[config.mk]
export PLATFORM = sky130hd
export DESIGN_NAME = http_request_stream_tokenizer_unit_flat
export DESIGN_NICKNAME = d
export VERILOG_FILES = /design/src/rtl/core/hrst_pkg.sv /design/src/rtl/core/hrst_stream_if.sv /design/src/rtl/core/hrst_front.sv /design/src/rtl/core/hrst_queue.sv /design/src/rtl/core/hrst_back.sv /design/src/rtl/core/http_request_stream_tokenizer_unit.sv /design/src/flat_wrapper.sv
export VERILOG_INCLUDE_DIRS = /design/src /design/src/rtl/core
export SDC_FILE = /design/constraint.sdc
export NUM_CORES = 1
export LEC_CHECK = 0
export BUFFER_PORTS_ARGS = -buffer_cell sky130_fd_sc_hd__buf_2
export CORE_MARGIN = 2
export CORE_UTILIZATION = 50
export CTS_BUF_LIST = sky130_fd_sc_hd__clkbuf_16
export DETAILED_ROUTE_END_ITERATION = 8
export PLACE_DENSITY = 0.74
export SYNTH_ARGS = -nofsm -noshare
export SYNTH_HDL_FRONTEND = slang
export SYNTH_SLANG_ARGS = --single-unit
[constraint.sdc]
create_clock -name i_clk -period 8.25 [get_ports i_clk]
set_input_delay 0 -clock i_clk [delete_from_list [all_inputs] [get_ports i_clk]]
set_output_delay 0 -clock i_clk [all_outputs]
set_load 0.005 [all_outputs]
[src/rtl/core/http_request_stream_tokenizer_unit_assert.svh]
// Assertion helpers shared by the tokenizer RTL.
// Each macro expects i_clk and i_rst_n to be visible in the enclosing module.
`ifndef HTTP_REQUEST_STREAM_TOKENIZER_UNIT_ASSERT_SVH
`define HTTP_REQUEST_STREAM_TOKENIZER_UNIT_ASSERT_SVH

`ifndef SYNTH
// Checked only out of reset.
`define HRST_ASSERT(lbl, expr, msg) \
    lbl: assert property (@(posedge i_clk) disable iff (!i_rst_n) (expr)) else $error(msg);
// Checked at every edge, reset included.
`define HRST_ASSERT_ALWAYS(lbl, expr, msg) \
    lbl: assert property (@(posedge i_clk) (expr)) else $error(msg);
`else
`define HRST_ASSERT(lbl, expr, msg)
`define HRST_ASSERT_ALWAYS(lbl, expr, msg)
`endif

`endif

[src/rtl/core/hrst_pkg.sv]
`timescale 1ns / 1ps
`default_nettype none

package hrst_pkg;

    // Delimiters and hex letters
    localparam logic [7:0] CH_COLON   = 8'h3A;
    localparam logic [7:0] CH_SPACE   = 8'h20;
    localparam logic [7:0] CH_CR      = 8'h0D;
    localparam logic [7:0] CH_LF      = 8'h0A;
    localparam logic [7:0] CH_PERCENT = 8'h25;
    localparam logic [7:0] CH_ZERO    = 8'h30;
    localparam logic [7:0] CH_NINE    = 8'h39;
    localparam logic [7:0] CH_UPPER_A = 8'h41;
    localparam logic [7:0] CH_UPPER_F = 8'h46;
    localparam logic [7:0] CH_LOWER_A = 8'h61;
    localparam logic [7:0] CH_LOWER_F = 8'h66;

    // Token kinds
    localparam logic [2:0] KIND_METHOD  = 3'd0;
    localparam logic [2:0] KIND_URI     = 3'd1;
    localparam logic [2:0] KIND_VERSION = 3'd2;
    localparam logic [2:0] KIND_NAME    = 3'd3;
    localparam logic [2:0] KIND_VALUE   = 3'd4;
    localparam logic [2:0] KIND_BODY    = 3'd5;

    // Most results one input byte can cause
    localparam int unsigned MAX_RES = 3;

    // Parser phase, one-hot
    typedef enum logic [9:0] {
        PH_METHOD     = 10'b00_0000_0001,
        PH_URI        = 10'b00_0000_0010,
        PH_VERSION    = 10'b00_0000_0100,
        PH_VER_LF     = 10'b00_0000_1000,
        PH_NAME       = 10'b00_0001_0000,
        PH_VALUE      = 10'b00_0010_0000,
        PH_VAL_LF     = 10'b00_0100_0000,
        PH_LINE_START = 10'b00_1000_0000,
        PH_LINE_CR    = 10'b01_0000_0000,
        PH_BODY       = 10'b10_0000_0000
    } t_phase;

    // One result beat, without the last-of-run flag
    typedef struct packed {
        logic [7:0] out_byte;
        logic [2:0] kind;
        logic       byte_valid;
        logic       token_end;
        logic       parse_error;
        logic       request_done;
    } t_result;

    // All results of one input byte
    typedef struct packed {
        logic [1:0]                 count;
        t_result [MAX_RES-1:0]      res;
    } t_bundle;

    // Queue status seen by both ends
    typedef struct packed {
        logic full;
        logic empty;
    } t_q_stat;

    // Hex digit decode: {is_hex, value}
    function automatic logic [4:0] hex_decode(input logic [7:0] c);
        logic [4:0] r;
        r = '0;
        if (c >= CH_ZERO && c <= CH_NINE) begin
            r = {1'b1, c[3:0]};
        end else if ((c >= CH_UPPER_A && c <= CH_UPPER_F) ||
                     (c >= CH_LOWER_A && c <= CH_LOWER_F)) begin
            r = {1'b1, 4'(c[3:0] + 4'd9)};
        end
        return r;
    endfunction

    // Build a normal (non-error) result
    function automatic t_result mk_res(input logic [7:0] b, input logic [2:0] kind,
                                       input logic valid, input logic tend,
                                       input logic done);
        t_result r;
        r.out_byte     = b;
        r.kind         = kind;
        r.byte_valid   = valid;
        r.token_end    = tend;
        r.parse_error  = 1'b0;
        r.request_done = done;
        return r;
    endfunction

endpackage

`default_nettype wire

[src/rtl/core/hrst_stream_if.sv]
`timescale 1ns / 1ps
`default_nettype none

// Raw request bytes
interface hrst_in_if;
    logic       valid;
    logic       ready;
    logic [7:0] in_byte;
    logic       end_of_message;

    modport source (output valid, output in_byte, output end_of_message, input ready);
    modport sink   (input valid, input in_byte, input end_of_message, output ready);
endinterface

// Tagged token beats
interface hrst_out_if;
    logic       valid;
    logic       ready;
    logic [7:0] out_byte;
    logic [2:0] kind;
    logic       byte_valid;
    logic       token_end;
    logic       parse_error;
    logic       request_done;
    logic       last_of_run;

    modport source (output valid, output out_byte, output kind, output byte_valid,
                    output token_end, output parse_error, output request_done,
                    output last_of_run, input ready);
    modport sink   (input valid, input out_byte, input kind, input byte_valid,
                    input token_end, input parse_error, input request_done,
                    input last_of_run, output ready);
endinterface

`default_nettype wire

[src/rtl/core/hrst_front.sv]
`timescale 1ns / 1ps
`default_nettype none

`include "http_request_stream_tokenizer_unit_assert.svh"

// Front end: takes one byte per beat, runs the request parser and hands the
// byte's results to the queue as one bundle.
module hrst_front (
    input  wire                  i_clk,
    input  wire                  i_rst_n,
    hrst_in_if.sink              i_in,
    input  hrst_pkg::t_q_stat    i_stat,
    output logic                 o_push,
    output hrst_pkg::t_bundle    o_bundle
);

    hrst_pkg::t_phase r_phase, n_phase;
    logic             r_first, n_first;
    logic [1:0]       r_pcnt,  n_pcnt;
    logic [7:0]       r_phi,   n_phi;
    logic             r_failed, n_failed;

    logic                                 accept;
    logic                                 bad;
    logic [1:0]                           nn;
    hrst_pkg::t_result [hrst_pkg::MAX_RES-1:0] res;
    logic [7:0]                           b;
    logic                                 eom;
    logic [4:0]                           hx_b;
    logic [4:0]                           hx_hi;

    assign i_in.ready = !i_stat.full;
    assign accept     = i_in.valid && i_in.ready;
    assign b          = i_in.in_byte;
    assign eom        = i_in.end_of_message;
    assign hx_b       = hrst_pkg::hex_decode(b);
    assign hx_hi      = hrst_pkg::hex_decode(r_phi);

    // Parser next state and results for the byte on the input
    always_comb begin
        n_phase  = r_phase;
        n_first  = r_first;
        n_pcnt   = r_pcnt;
        n_phi    = r_phi;
        n_failed = r_failed;
        bad      = 1'b0;
        nn       = 2'd0;
        res      = '0;

        if (r_failed || (eom && r_phase != hrst_pkg::PH_BODY)) begin
            bad = 1'b1;
        end else begin
            case (r_phase)
                hrst_pkg::PH_METHOD: begin
                    if (!r_first && b == hrst_pkg::CH_SPACE) begin
                        res[nn] = hrst_pkg::mk_res(8'd0, hrst_pkg::KIND_METHOD, 1'b0, 1'b1, 1'b0);
                        nn      = nn + 2'd1;
                        n_phase = hrst_pkg::PH_URI;
                        n_first = 1'b1;
                    end else begin
                        res[nn] = hrst_pkg::mk_res(b, hrst_pkg::KIND_METHOD, 1'b1, 1'b0, 1'b0);
                        nn      = nn + 2'd1;
                        n_first = 1'b0;
                    end
                end
                hrst_pkg::PH_URI: begin
                    if (!r_first && b == hrst_pkg::CH_SPACE) begin
                        // flush a dangling escape raw, then close the URI
                        if (r_pcnt != 2'd0) begin
                            res[nn] = hrst_pkg::mk_res(hrst_pkg::CH_PERCENT,
                                                       hrst_pkg::KIND_URI, 1'b1, 1'b0, 1'b0);
                            nn      = nn + 2'd1;
                        end
                        if (r_pcnt == 2'd2) begin
                            res[nn] = hrst_pkg::mk_res(r_phi, hrst_pkg::KIND_URI,
                                                       1'b1, 1'b0, 1'b0);
                            nn      = nn + 2'd1;
                        end
                        res[nn] = hrst_pkg::mk_res(8'd0, hrst_pkg::KIND_URI, 1'b0, 1'b1, 1'b0);
                        nn      = nn + 2'd1;
                        n_pcnt  = 2'd0;
                        n_phi   = 8'd0;
                        n_phase = hrst_pkg::PH_VERSION;
                        n_first = 1'b1;
                    end else begin
                        n_first = 1'b0;
                        if (r_pcnt == 2'd1 && hx_b[4]) begin
                            // first hex digit of an escape
                            n_pcnt = 2'd2;
                            n_phi  = b;
                        end else if (r_pcnt == 2'd2 && hx_b[4]) begin
                            // escape complete
                            res[nn] = hrst_pkg::mk_res({hx_hi[3:0], hx_b[3:0]},
                                                       hrst_pkg::KIND_URI, 1'b1, 1'b0, 1'b0);
                            nn      = nn + 2'd1;
                            n_pcnt  = 2'd0;
                            n_phi   = 8'd0;
                        end else begin
                            // broken escape goes out raw
                            if (r_pcnt != 2'd0) begin
                                res[nn] = hrst_pkg::mk_res(hrst_pkg::CH_PERCENT,
                                                           hrst_pkg::KIND_URI, 1'b1, 1'b0, 1'b0);
                                nn      = nn + 2'd1;
                            end
                            if (r_pcnt == 2'd2) begin
                                res[nn] = hrst_pkg::mk_res(r_phi, hrst_pkg::KIND_URI,
                                                           1'b1, 1'b0, 1'b0);
                                nn      = nn + 2'd1;
                            end
                            n_phi = 8'd0;
                            if (b == hrst_pkg::CH_PERCENT) begin
                                n_pcnt = 2'd1;
                            end else begin
                                n_pcnt  = 2'd0;
                                res[nn] = hrst_pkg::mk_res(b, hrst_pkg::KIND_URI,
                                                           1'b1, 1'b0, 1'b0);
                                nn      = nn + 2'd1;
                            end
                        end
                    end
                end
                hrst_pkg::PH_VERSION: begin
                    if (!r_first && b == hrst_pkg::CH_CR) begin
                        n_phase = hrst_pkg::PH_VER_LF;
                    end else begin
                        res[nn] = hrst_pkg::mk_res(b, hrst_pkg::KIND_VERSION, 1'b1, 1'b0, 1'b0);
                        nn      = nn + 2'd1;
                        n_first = 1'b0;
                    end
                end
                hrst_pkg::PH_VER_LF: begin
                    if (b != hrst_pkg::CH_LF) begin
                        bad = 1'b1;
                    end else begin
                        res[nn] = hrst_pkg::mk_res(8'd0, hrst_pkg::KIND_VERSION, 1'b0, 1'b1, 1'b0);
                        nn      = nn + 2'd1;
                        n_phase = hrst_pkg::PH_NAME;
                        n_first = 1'b1;
                    end
                end
                hrst_pkg::PH_NAME: begin
                    if (!r_first && b == hrst_pkg::CH_COLON) begin
                        res[nn] = hrst_pkg::mk_res(8'd0, hrst_pkg::KIND_NAME, 1'b0, 1'b1, 1'b0);
                        nn      = nn + 2'd1;
                        n_phase = hrst_pkg::PH_VALUE;
                        n_first = 1'b1;
                    end else begin
                        res[nn] = hrst_pkg::mk_res(b, hrst_pkg::KIND_NAME, 1'b1, 1'b0, 1'b0);
                        nn      = nn + 2'd1;
                        n_first = 1'b0;
                    end
                end
                hrst_pkg::PH_VALUE: begin
                    if (!r_first && b == hrst_pkg::CH_CR) begin
                        n_phase = hrst_pkg::PH_VAL_LF;
                    end else begin
                        res[nn] = hrst_pkg::mk_res(b, hrst_pkg::KIND_VALUE, 1'b1, 1'b0, 1'b0);
                        nn      = nn + 2'd1;
                        n_first = 1'b0;
                    end
                end
                hrst_pkg::PH_VAL_LF: begin
                    if (b != hrst_pkg::CH_LF) begin
                        bad = 1'b1;
                    end else begin
                        res[nn] = hrst_pkg::mk_res(8'd0, hrst_pkg::KIND_VALUE, 1'b0, 1'b1, 1'b0);
                        nn      = nn + 2'd1;
                        n_phase = hrst_pkg::PH_LINE_START;
                        n_first = 1'b1;
                    end
                end
                hrst_pkg::PH_LINE_START: begin
                    if (b == hrst_pkg::CH_CR) begin
                        n_phase = hrst_pkg::PH_LINE_CR;
                    end else begin
                        res[nn] = hrst_pkg::mk_res(b, hrst_pkg::KIND_NAME, 1'b1, 1'b0, 1'b0);
                        nn      = nn + 2'd1;
                        n_phase = hrst_pkg::PH_NAME;
                        n_first = 1'b0;
                    end
                end
                hrst_pkg::PH_LINE_CR: begin
                    if (b == hrst_pkg::CH_LF) begin
                        // blank line: headers done
                        n_phase = hrst_pkg::PH_BODY;
                        n_first = 1'b1;
                    end else begin
                        // lone CR opens the next header name
                        res[nn] = hrst_pkg::mk_res(hrst_pkg::CH_CR, hrst_pkg::KIND_NAME,
                                                   1'b1, 1'b0, 1'b0);
                        nn      = nn + 2'd1;
                        if (b == hrst_pkg::CH_COLON) begin
                            res[nn] = hrst_pkg::mk_res(8'd0, hrst_pkg::KIND_NAME,
                                                       1'b0, 1'b1, 1'b0);
                            nn      = nn + 2'd1;
                            n_phase = hrst_pkg::PH_VALUE;
                            n_first = 1'b1;
                        end else begin
                            res[nn] = hrst_pkg::mk_res(b, hrst_pkg::KIND_NAME,
                                                       1'b1, 1'b0, 1'b0);
                            nn      = nn + 2'd1;
                            n_phase = hrst_pkg::PH_NAME;
                            n_first = 1'b0;
                        end
                    end
                end
                hrst_pkg::PH_BODY: begin
                    res[nn] = hrst_pkg::mk_res(b, hrst_pkg::KIND_BODY, 1'b1, eom, eom);
                    nn      = nn + 2'd1;
                    n_first = 1'b0;
                end
                default: begin
                    bad = 1'b1;
                end
            endcase
        end

        // error replaces whatever the byte would have given
        if (bad) begin
            res                = '0;
            res[0].parse_error = 1'b1;
            nn                 = 2'd1;
            n_failed           = 1'b1;
            n_pcnt             = 2'd0;
            n_phi              = 8'd0;
        end

        // end of message always leaves the parser ready for the next one
        if (eom) begin
            n_phase  = hrst_pkg::PH_METHOD;
            n_first  = 1'b1;
            n_pcnt   = 2'd0;
            n_phi    = 8'd0;
            n_failed = 1'b0;
        end
    end

    assign o_push         = accept && (nn != 2'd0);
    assign o_bundle.count = nn;
    assign o_bundle.res   = res;

    // Parser state
    always_ff @(posedge i_clk) begin
        if (!i_rst_n) begin
            r_phase  <= hrst_pkg::PH_METHOD;
            r_first  <= 1'b1;
            r_pcnt   <= 2'd0;
            r_phi    <= 8'd0;
            r_failed <= 1'b0;
        end else if (accept) begin
            r_phase  <= n_phase;
            r_first  <= n_first;
            r_pcnt   <= n_pcnt;
            r_phi    <= n_phi;
            r_failed <= n_failed;
        end
    end

    `HRST_ASSERT(a_pend_only_in_uri, (r_pcnt != 2'd0) |-> (r_phase == hrst_pkg::PH_URI), "escape pending outside URI")
    `HRST_ASSERT(a_pend_cnt_range, r_pcnt != 2'd3, "escape count out of range")
    `HRST_ASSERT(a_no_push_when_full, !(o_push && i_stat.full), "push into full queue")

endmodule

`default_nettype wire

[src/rtl/core/hrst_queue.sv]
`timescale 1ns / 1ps
`default_nettype none

`include "http_request_stream_tokenizer_unit_assert.svh"

// Bundle queue between the parser and the beat serializer.
module hrst_queue #(
    parameter int unsigned DEPTH = 4
) (
    input  wire                  i_clk,
    input  wire                  i_rst_n,
    input  wire                  i_push,
    input  hrst_pkg::t_bundle    i_push_data,
    input  wire                  i_pop,
    output hrst_pkg::t_bundle    o_head,
    output hrst_pkg::t_q_stat    o_stat
);

    localparam int unsigned PW = (DEPTH > 1) ? $clog2(DEPTH) : 1;
    localparam int unsigned CW = $clog2(DEPTH + 1);

    hrst_pkg::t_bundle r_mem [DEPTH];
    logic [PW-1:0]     r_wr_ptr, n_wr_ptr;
    logic [PW-1:0]     r_rd_ptr, n_rd_ptr;
    logic [CW-1:0]     r_count,  n_count;
    logic              do_push;
    logic              do_pop;

    assign o_stat.full  = (r_count == CW'(DEPTH));
    assign o_stat.empty = (r_count == '0);
    assign do_push      = i_push && !o_stat.full;
    assign do_pop       = i_pop && !o_stat.empty;
    assign o_head       = r_mem[r_rd_ptr];

    // Pointer wrap and occupancy
    always_comb begin
        n_wr_ptr = r_wr_ptr;
        n_rd_ptr = r_rd_ptr;
        n_count  = r_count;
        if (do_push) begin
            n_wr_ptr = (r_wr_ptr == PW'(DEPTH - 1)) ? '0 : PW'(r_wr_ptr + 1'b1);
        end
        if (do_pop) begin
            n_rd_ptr = (r_rd_ptr == PW'(DEPTH - 1)) ? '0 : PW'(r_rd_ptr + 1'b1);
        end
        if (do_push && !do_pop) begin
            n_count = CW'(r_count + 1'b1);
        end else if (do_pop && !do_push) begin
            n_count = CW'(r_count - 1'b1);
        end
    end

    always_ff @(posedge i_clk) begin
        if (!i_rst_n) begin
            r_wr_ptr <= '0;
            r_rd_ptr <= '0;
            r_count  <= '0;
        end else begin
            r_wr_ptr <= n_wr_ptr;
            r_rd_ptr <= n_rd_ptr;
            r_count  <= n_count;
        end
    end

    // Storage, no reset
    always_ff @(posedge i_clk) begin
        if (do_push) begin
            r_mem[r_wr_ptr] <= i_push_data;
        end
    end

    `HRST_ASSERT(a_count_bound, r_count <= CW'(DEPTH), "queue count above depth")
    `HRST_ASSERT(a_no_empty_bundle, o_stat.empty || (o_head.count != 2'd0), "empty bundle queued")
    `HRST_ASSERT(a_full_not_empty, !(o_stat.full && o_stat.empty), "queue both full and empty")

endmodule

`default_nettype wire

[src/rtl/core/hrst_back.sv]
`timescale 1ns / 1ps
`default_nettype none

`include "http_request_stream_tokenizer_unit_assert.svh"

// Back end: head bundle to output register, one result per cycle unless stalled.
module hrst_back (
    input  wire                  i_clk,
    input  wire                  i_rst_n,
    input  hrst_pkg::t_bundle    i_head,
    input  hrst_pkg::t_q_stat    i_stat,
    output logic                 o_pop,
    hrst_out_if.source           o_out
);

    logic              r_valid;
    hrst_pkg::t_result r_res;
    logic              r_last;
    logic [1:0]        r_idx, n_idx;
    logic              load;
    logic              take;
    logic              is_last;

    // Output register frees when empty or being taken
    assign load    = !r_valid || o_out.ready;
    assign take    = load && !i_stat.empty;
    assign is_last = (r_idx == 2'(i_head.count - 2'd1));
    assign o_pop   = take && is_last;

    always_comb begin
        n_idx = r_idx;
        if (take) begin
            n_idx = is_last ? 2'd0 : 2'(r_idx + 2'd1);
        end
    end

    // Control
    always_ff @(posedge i_clk) begin
        if (!i_rst_n) begin
            r_valid <= 1'b0;
            r_idx   <= 2'd0;
        end else begin
            if (load) begin
                r_valid <= !i_stat.empty;
            end
            r_idx <= n_idx;
        end
    end

    // Payload
    always_ff @(posedge i_clk) begin
        if (take) begin
            r_res  <= i_head.res[r_idx];
            r_last <= is_last;
        end
    end

    assign o_out.valid        = r_valid;
    assign o_out.out_byte     = r_res.out_byte;
    assign o_out.kind         = r_res.kind;
    assign o_out.byte_valid   = r_res.byte_valid;
    assign o_out.token_end    = r_res.token_end;
    assign o_out.parse_error  = r_res.parse_error;
    assign o_out.request_done = r_res.request_done;
    assign o_out.last_of_run  = r_last;

    `HRST_ASSERT(a_idx_range, r_idx != 2'd3, "result index out of range")
    `HRST_ASSERT(a_idx_idle, i_stat.empty |-> (r_idx == 2'd0), "index left mid-bundle with queue empty")
    `HRST_ASSERT_ALWAYS(a_reset_idle, !i_rst_n |=> !r_valid, "output valid right after reset")

endmodule

`default_nettype wire

[src/rtl/core/http_request_stream_tokenizer_unit.sv]
// HTTP request stream tokenizer.
// Input channel i_in: one raw request byte per beat (in_byte), with
// end_of_message high on the last byte of a message. Output channel o_out:
// tagged beats carrying out_byte, kind, byte_valid, token_end, parse_error,
// request_done and last_of_run (high on the final beat caused by one byte).
// Each input byte gives zero to three output beats.
// A byte's bundle is written into the queue when the byte is accepted; its
// first beat then goes from the queue head into the output register.
// Throughput: one input byte per cycle while the queue is not full, and one
// output beat per cycle while o_out.ready is high. The output beat rate is the
// limit, so bytes that give two or three beats (broken escapes, URI close with
// a pending escape, lone CR in headers) hold the output side for each beat.
// A queue of QUEUE_DEPTH bundles sits between the parser and the output
// register; i_in.ready drops only when it is full, so the input keeps flowing
// while a finished beat waits on a stalled receiver.
// Reset (synchronous, active low) empties the queue and output register and
// puts the parser at the start of a method. After an end_of_message byte the
// parser is back in that state for the next message.
`timescale 1ns / 1ps
`default_nettype none

module http_request_stream_tokenizer_unit #(
    parameter int unsigned QUEUE_DEPTH = 4
) (
    input  wire          i_clk,
    input  wire          i_rst_n,
    hrst_in_if.sink      i_in,
    hrst_out_if.source   o_out
);

    hrst_pkg::t_q_stat stat;
    hrst_pkg::t_bundle push_data;
    hrst_pkg::t_bundle head;
    logic              push;
    logic              pop;

    hrst_front u_front (
        .i_clk    (i_clk),
        .i_rst_n  (i_rst_n),
        .i_in     (i_in),
        .i_stat   (stat),
        .o_push   (push),
        .o_bundle (push_data)
    );

    hrst_queue #(
        .DEPTH (QUEUE_DEPTH)
    ) u_queue (
        .i_clk       (i_clk),
        .i_rst_n     (i_rst_n),
        .i_push      (push),
        .i_push_data (push_data),
        .i_pop       (pop),
        .o_head      (head),
        .o_stat      (stat)
    );

    hrst_back u_back (
        .i_clk   (i_clk),
        .i_rst_n (i_rst_n),
        .i_head  (head),
        .i_stat  (stat),
        .o_pop   (pop),
        .o_out   (o_out)
    );

endmodule

`default_nettype wire

[src/flat_wrapper.sv]
// flat-port wrapper written by rule: the top's interface ports become plain ports
module http_request_stream_tokenizer_unit_flat 
#(
    parameter int unsigned QUEUE_DEPTH = 4
)
  (i_clk, i_rst_n, i_in_valid, i_in_in_byte, i_in_end_of_message, i_in_ready, o_out_valid, o_out_out_byte, o_out_kind, o_out_byte_valid, o_out_token_end, o_out_parse_error, o_out_request_done, o_out_last_of_run, o_out_ready);
  hrst_in_if i_in_i ();
  hrst_out_if o_out_i ();
  input  wire i_clk;
  input  wire i_rst_n;
  input wire logic [$bits(i_in_i.valid)-1:0] i_in_valid;
  input wire logic [$bits(i_in_i.in_byte)-1:0] i_in_in_byte;
  input wire logic [$bits(i_in_i.end_of_message)-1:0] i_in_end_of_message;
  output wire logic [$bits(i_in_i.ready)-1:0] i_in_ready;
  output wire logic [$bits(o_out_i.valid)-1:0] o_out_valid;
  output wire logic [$bits(o_out_i.out_byte)-1:0] o_out_out_byte;
  output wire logic [$bits(o_out_i.kind)-1:0] o_out_kind;
  output wire logic [$bits(o_out_i.byte_valid)-1:0] o_out_byte_valid;
  output wire logic [$bits(o_out_i.token_end)-1:0] o_out_token_end;
  output wire logic [$bits(o_out_i.parse_error)-1:0] o_out_parse_error;
  output wire logic [$bits(o_out_i.request_done)-1:0] o_out_request_done;
  output wire logic [$bits(o_out_i.last_of_run)-1:0] o_out_last_of_run;
  input wire logic [$bits(o_out_i.ready)-1:0] o_out_ready;
  assign i_in_i.valid = i_in_valid;
  assign i_in_i.in_byte = i_in_in_byte;
  assign i_in_i.end_of_message = i_in_end_of_message;
  assign i_in_ready = i_in_i.ready;
  assign o_out_valid = o_out_i.valid;
  assign o_out_out_byte = o_out_i.out_byte;
  assign o_out_kind = o_out_i.kind;
  assign o_out_byte_valid = o_out_i.byte_valid;
  assign o_out_token_end = o_out_i.token_end;
  assign o_out_parse_error = o_out_i.parse_error;
  assign o_out_request_done = o_out_i.request_done;
  assign o_out_last_of_run = o_out_i.last_of_run;
  assign o_out_i.ready = o_out_ready;
  http_request_stream_tokenizer_unit #(.QUEUE_DEPTH(QUEUE_DEPTH)) u_core (.i_clk(i_clk), .i_rst_n(i_rst_n), .i_in(i_in_i), .o_out(o_out_i));
endmodule
After elaboration in Yosys (flattened, before gate mapping)
Memories as Yosys holds them, arrays and structs flattened. A register that Yosys moved wholly into a read port is not among the register bits.
Index checks and enable logic that the tools add are counted.
W data, S select, Z words.

storage, ports and cells
  register bits after elaboration = 48
  memory bits (writable) = 188
  output and inout bits = 18
  memories kept = 1

cells by class
  add/sub/neg operators = 12
  order comparisons = 21
  eq/ne operators = 35
  muxes and demuxes = 136
  bitwise logic cells = 3
  reductions and logical operators = 51

memory list
  name                  depth  bits a word  rd ports  clocked after memory_dff  write ports  line              text
  u_core.u_queue.r_mem  4      47           1         1                         1            hrst_queue.sv:22  hrst_pkg::t_bundle r_mem [DEPTH];

operators with widths
  operator              number
  $mux W45              15
  $mux W15              21
  $pmux W15 S10         1
  $bwmux W45            3
  $demux W15 S2         4
  $mux W10              10
  $pmux W10 S9          1
  $mux W2               36
  $mux W30              2
  $mux W8               6
  $and A39 B39 Y39      1
  $not A39 Y39          1
  $ne A3 B3 Y1 const B  11
  $ge A8 B7 Y1 const B  4
  $le A8 B7 Y1 const B  4
  $bmux W15 S2          1
  $pmux W15 S2          1
  $eq A8 B6 Y1 const B  3
  $logic_and A1 B1 Y1   24
  $mux W1               21
  $eq A8 B4 Y1 const B  2
  $ge A8 B6 Y1 const B  2
  $le A8 B6 Y1 const B  2
  $lt A2 B3 Y1 const B  5
  48 further kinds      77

Logic depth before layout (Yosys ltp)
  depth after elaboration = 33
  gate-level depth with buffers = 14

Hierarchy
From an unflattened synthesis, not the netlist that was laid out.

second synthesis, totals
  cell total of the unflattened synthesis = 752
  area, all modules = 10964.3 sq um

by module, submodules not included
  module      instances  cells an instance  area an instance (sq um)  sequential area each (sq um)
  hrst_queue  1          296                7282.0                    5825.6
  hrst_front  1          368                2702.6                    440.4
  hrst_back   1          88                 979.7                     540.5

Worst setup path before layout
No wires, ideal clock.

  kind = register to register
  from = reg u_core.u_front.r_phase[4]
  to = mem u_core.u_queue.r_mem[3][0] (netlist bit), enable pin
  arrival time = 2860 ps
  required time = 7849 ps
  slack = 4989 ps
  cell stages (with the launch flop) = 9
  buffers on the path = 2
  period minus slack after synthesis = 3261 ps
  path through = dfxtp_1 -> buf_2 -> nor4_2 -> buf_2 -> nand4_1 -> a2111oi_2 -> a211oi_1 -> a31oi_1 -> and2_1

between the ends
  word-level cells in the longest chain between the ends = 10

ends and longest elaborated chain
  item                                                       line               text
  start: declaration                                         hrst_front.sv:17   hrst_pkg::t_phase r_phase, n_phase;
  start signal: assignment                                   hrst_front.sv:245  r_phase <= hrst_pkg::PH_METHOD;
  start signal: assignment                                   hrst_front.sv:251  r_phase <= n_phase;
  $eq A10 B2 Y1 (tied with other cells)                      hrst_front.sv:53   case (r_phase)
  $reduce_or A8 Y1 (no source line) (tied with other cells)  -
  $pmux W1 S2 (tied with other cells)                        hrst_front.sv:53
  $mux W1 / $mux W2 (equally long branches)                  hrst_front.sv:50   if (r_failed || (eom && r_phase != hrst_pkg::PH_BODY)) begin
  $mux W2 *                                                  hrst_front.sv:219  if (bad) begin
  $reduce_bool A2 Y1 *                                       hrst_front.sv:238  assign o_push = accept && (nn != 2'd0);
  $logic_and A1 B1 Y1 *                                      hrst_front.sv:238
  $logic_and A1 B1 Y1 *                                      hrst_queue.sv:31   assign do_push = i_push && !o_stat.full;
  named net u_core.u_queue.do_push                           hrst_queue.sv:26   logic do_push;
  $mux W1 *                                                  hrst_queue.sv:67   if (do_push) begin
  $mux W1 (implied by the code) *                            hrst_queue.sv:68   r_mem[r_wr_ptr] <= i_push_data;
  end: declaration                                           hrst_queue.sv:22

Mark *: on every way through the listed nets, which the timed path passes. The rest lies on a longest branch.

Worst setup path in the final report
  from = reg u_core.u_front.r_phase[5]
  to = reg u_core.u_queue.r_count[2]

between the ends
  word-level cells in the longest chain between the ends = 11

ends and longest elaborated chain
  item                                                       line               text
  $eq A10 B2 Y1 (tied with other cells)                      hrst_front.sv:53
  $reduce_or A8 Y1 (no source line) (tied with other cells)  -
  $pmux W1 S2 (tied with other cells)                        hrst_front.sv:53
  $mux W1 / $mux W2 (equally long branches)                  hrst_front.sv:50
  $mux W2 *                                                  hrst_front.sv:219
  $reduce_bool A2 Y1 *                                       hrst_front.sv:238
  $logic_and A1 B1 Y1 *                                      hrst_front.sv:238
  $logic_and A1 B1 Y1 *                                      hrst_queue.sv:31
  named net u_core.u_queue.do_push                           hrst_queue.sv:26
  $logic_not A1 Y1                                           hrst_queue.sv:48   end else if (do_pop && !do_push) begin
  $logic_and A1 B1 Y1                                        hrst_queue.sv:48
  $reduce_bool A2 Y1 (no source line)                        -
  end signal: assignment                                     hrst_queue.sv:61   r_count <= n_count;
  end: declaration                                           hrst_queue.sv:25   logic [CW-1:0] r_count, n_count;

Marks and branches as above.
A chain may end at the register's enable or synchronous reset.

==> results.py <==
metrics = {
    "status": {
        "run_status": "complete, no violations",
    },
    "sta": {
        "tns_ns": 0,
        "period_share": 0.5819,
        "finalSetupViolations": 0,
        "slew_headroom": 0.2739,
        "skew_ns": 0.02088,
        "slew_viol_final": 0,
        "fin_crit_ns": 4.801,
        "rsz0062_at_grt": "no",
        "worstMarginPinSlew_ns": 1.089,
        "max_freq_mhz": 208.3,
        "finalHoldViolations": 0,
    },
    "drt": {
        "top_layer_used": "met5",
        "wl_met1_um": 9533,
        "wirelength_um": 22430,
        "met2_length_um": 10950,
        "drc": 0,
        "vias_per_cell": 6.220,
        "vias": 6276,
        "dr.pass1.iters": 5,
        "wl_per_cell_um": 22.22,
        "ant_nets": 0,
        "dr_wl_met3_um": 1368,
        "drt_iter0_drc": 586,
    },
    "synthesis": {
        "yosysUniqueCellTypes": 86,
        "synthCells": 698,
        "synth.most_common_cell": "edfxtp_1",
        "async_reset_ff_frac": 0,
        "synth_top_family_by_area": "simple AND/OR/NAND/NOR gates",
        "syn_area_um2": 9901,
        "muxShareOfSynthArea": 0.1125,
        "synth-xor-area-share": 0.007962,
        "synth_edf_count": 176,
        "synth_ff_type": "edfxtp_1",
        "yosysSeqAreaShare": 0.6026,
        "netlist_top_cells_area": "edfxtp_1 53%, mux4_2 9.1%, dfxtp_1 6.9%, mux2i_1 1.9%, ha_1 1.8%",
        "ys_warn_count": 0,
        "synth_fp_nets": 726,
        "synth.cells.most_frequent": "176 x edfxtp_1, 40 x mux4_2, 39 x nor2_1, 38 x nand2_1, 34 x dfxtp_1",
        "synth-compound-area-share": 0.1123,
        "yosys.area.top_type": "edfxtp_1",
        "synth-seq-cells": 210,
        "synth_top_area_share": 0.5338,
        "synthSimpleGateAreaFrac": 0.1185,
        "synth_adder_area_share": 0.01971,
        "synth_area_per_cell_um2": 14.18,
    },
    "setup_path": {
        "cp_top_family": "simple AND/OR/NAND/NOR gates",
        "worstPathRequired_ns": 8.67,
        "crit_buf_inv": 1,
        "cp_slowest_cell": "nand4_1",
        "cp-end-kind": "flip-flop",
        "path_cells": "nor4_2 -> nand4_1 -> a2111oi_2 -> a211oi_1 -> a31oi_1 -> ha_1 -> inv_1 -> fa_1 -> xor2_1 -> or3_1 -> a21boi_0",
        "worstPathMaxFanout": 20,
        "path_class": "reg -> reg",
        "r2r.worst_path.cells": 11,
        "crit_arrival_ns": 5.22,
        "cp_slowest_stage_delay_ns": 0.92,
        "rr_endpoint": "u_core.u_queue.r_count[2]",
        "timing.rr.start": "u_core.u_front.r_phase[5]",
        "worstSetupStartpointType": "flip-flop",
        "r2r_slack_ns": 3.45,
    },
    "run": {
        "maxCapViolations": 0,
    },
    "clock_tree": {
        "cts-root-buf": "clkbuf_16",
        "cts_buffers": 22,
        "cts_setup_buffers": 0,
        "cts_tree": "yes",
        "clk_path_buf_depth": 3,
        "cts_sinks": 210,
        "clk_pin_slew_ns": 0.06,
        "clk_latency_ns": 0.51,
        "htree_levels": 1,
    },
    "hold_path": {
        "min_delay_path_depth": 2,
        "hp-class": "in -> reg",
        "min_from": "i_in_in_byte[7]",
        "holdPathEnd": "u_core.u_queue.r_mem[2][44]",
    },
    "grt": {
        "grt_pass1_vias": 6174,
        "grt_max_degree": 41,
        "antenna_found_initial": 1,
        "overflow": 0,
        "grt_pass1_wl_um": 34890,
        "track_usage": 0.2221,
    },
    "cells_and_area": {
        "syn_to_final_growth_pct": 11.84,
        "final_nets": 756,
        "diodes": 0,
        "drive_above_1_share": 0.1989,
        "final_util": 0.5689,
        "regArea_um2": 5968,
        "fillers": 1550,
        "multi_input_area_um2": 3679,
    },
    "power": {
        "pwr-share-seq": 0.468,
        "powerDensity_nw_per_um2": 263.9,
        "p_comb_frac": 0.203,
        "p_switching_uw": 776.7,
        "vdd_drop_max_v": 0.0001317,
        "p_int_uw": 2145,
        "cellLeakagePower_uw": 0.003765,
        "clockPowerShare": 0.329,
        "sw_frac_of_total": 0.2658,
    },
    "place": {
        "numPortBuffers": 30,
        "gp_congestion": 0.9078,
        "dp_hpwl_um": 14720,
    },
    "floorplanning": {
        "start_util": 0.5087,
        "coreArea_um2": 19460,
        "ioPinCount": 31,
        "fp.dieW_um": 144.7,
        "dieArea_um2": 20940,
        "placementRows": 51,
        "die_h_um": 144.7,
    },
}
[power by group through the flow]
| stage | registers (uW) | clock network [uW] | logic [uW] |
|---|---|---|---|
| after floorplan | 1370 | 0 | 435 |
| after global placement | 1380 | 0 | 579 |
| after detailed placement | 1390 | 0 | 596 |
| after CTS | 1370 | 976 | 607 |
| after global routing | 1380 | 1010 | 657 |
| final | 1370 | 962 | 593 |
[worst max-delay path by stage]
| stage | from | end | slack [ns] | cells past startpoint |
|---|---|---|---|---|
| after detailed placement | u_core.u_front.r_phase[5] | u_core.u_queue.r_count[2] | 3.49 | 11 |
| after CTS | u_core.u_front.r_phase[5] | u_core.u_queue.r_count[2] | 3.45 | 11 |
| after floorplan | u_core.u_front.r_phase[4] | u_core.u_queue.r_mem[3][0] | 4.99 | 8 |
| final | u_core.u_front.r_phase[5] | u_core.u_queue.r_count[2] | 3.45 | 11 |
| after global routing | u_core.u_front.r_phase[5] | u_core.u_queue.r_count[2] | 2.88 | 11 |
| after global placement | u_core.u_front.r_phase[5] | u_core.u_queue.r_mem[3][41] | 3.70 | 6 |
[what timing repair did]
| action | 4_1_cts | 5_1_grt |
|---|---|---|
| endpoints found under the hold margin | 19 | 0 |
| resized for setup | 0 | 0 |
| hold buffers | 12 | 0 |
[layer usage]
layer / up-vias / global-route usage
li1: 2820 / -
met4: 2 / 0.06898
met5: - / 0
met2: 249 / 0.3607
met1: 3150 / 0.3113
met3: 55 / 0.03587
[cells in the final DEF, fill, tap and decap left out, drive strengths merged, types with 5 or more instances in the layout]
master,netlist,final
o21ai,15,15
nor2b,12,12
nand3,13,13
a21oi,24,24
mux4,40,40
a21o,8,8
edfxtp,176,176
nand2b,9,9
mux2i,19,19
xor2,7,7
buf,18,33
a211oi,7,7
dfxtp,34,34
a22o,8,8
dlygate4sd3,0,12
nand2,38,38
o2bb2ai,7,7
and2,16,16
nor2,39,39
a22oi,11,11
nor4,7,7
o41ai,5,5
clkbuf,21,22
nand4,10,10
a21boi,6,6
nor3,17,17
inv,25,31
o22ai,12,12
clkinv,0,9
ha,14,14
[final cells by class]
type                       count  share of cell area
sequential                   210              0.5390
multi-input combinational    424              0.3322
clock buffer                  22             0.04972
tap                          265             0.02994
timing repair buffer          45             0.02644
clock inverter                18             0.01424
inverter                      25            0.008475
[per-stage QoR]
stage          hold slack [ns]  instances  power (uW)  setup WS, ns  instance area [um2]
5_1_grt                0.05434       1009        3054         2.885                11070
3_5_place_dp            0.2896        957        1987         3.494                10240
6_report               0.05070       1009        2922         3.449                11070
4_1_cts                0.03213       1009        2951         3.448                11070
3_3_place_gp            0.2849        957        1960         3.700                10240
2_1_floorplan           0.1255        698        1806         4.989                 9901
[logic make-up after synthesis]
family	after synthesis
DFF	210
and+or+nand+nor	195
AOI/OAI and AO/OA	144
buffers and inverters	64
muxes	61
adders and majority gates	15
xor gates and xnor gates	9
[flip-flops by register name (all words and copies together) (netlist names), 2 cells and up, named ones only]
register                      cells
u_core.u_back.o_out.out_byte      8
u_core.u_front.r_phi              8
u_core.u_queue.r_wr_ptr           2
u_core.u_back.r_idx               2
u_core.u_front.r_phase           10
u_core.u_queue.r_rd_ptr           2
u_core.u_back.o_out.kind          3
u_core.u_queue.r_count            3
u_core.u_front.r_pcnt             2
u_core.u_queue.r_mem            160
Power figures use the tool's default switching activity.
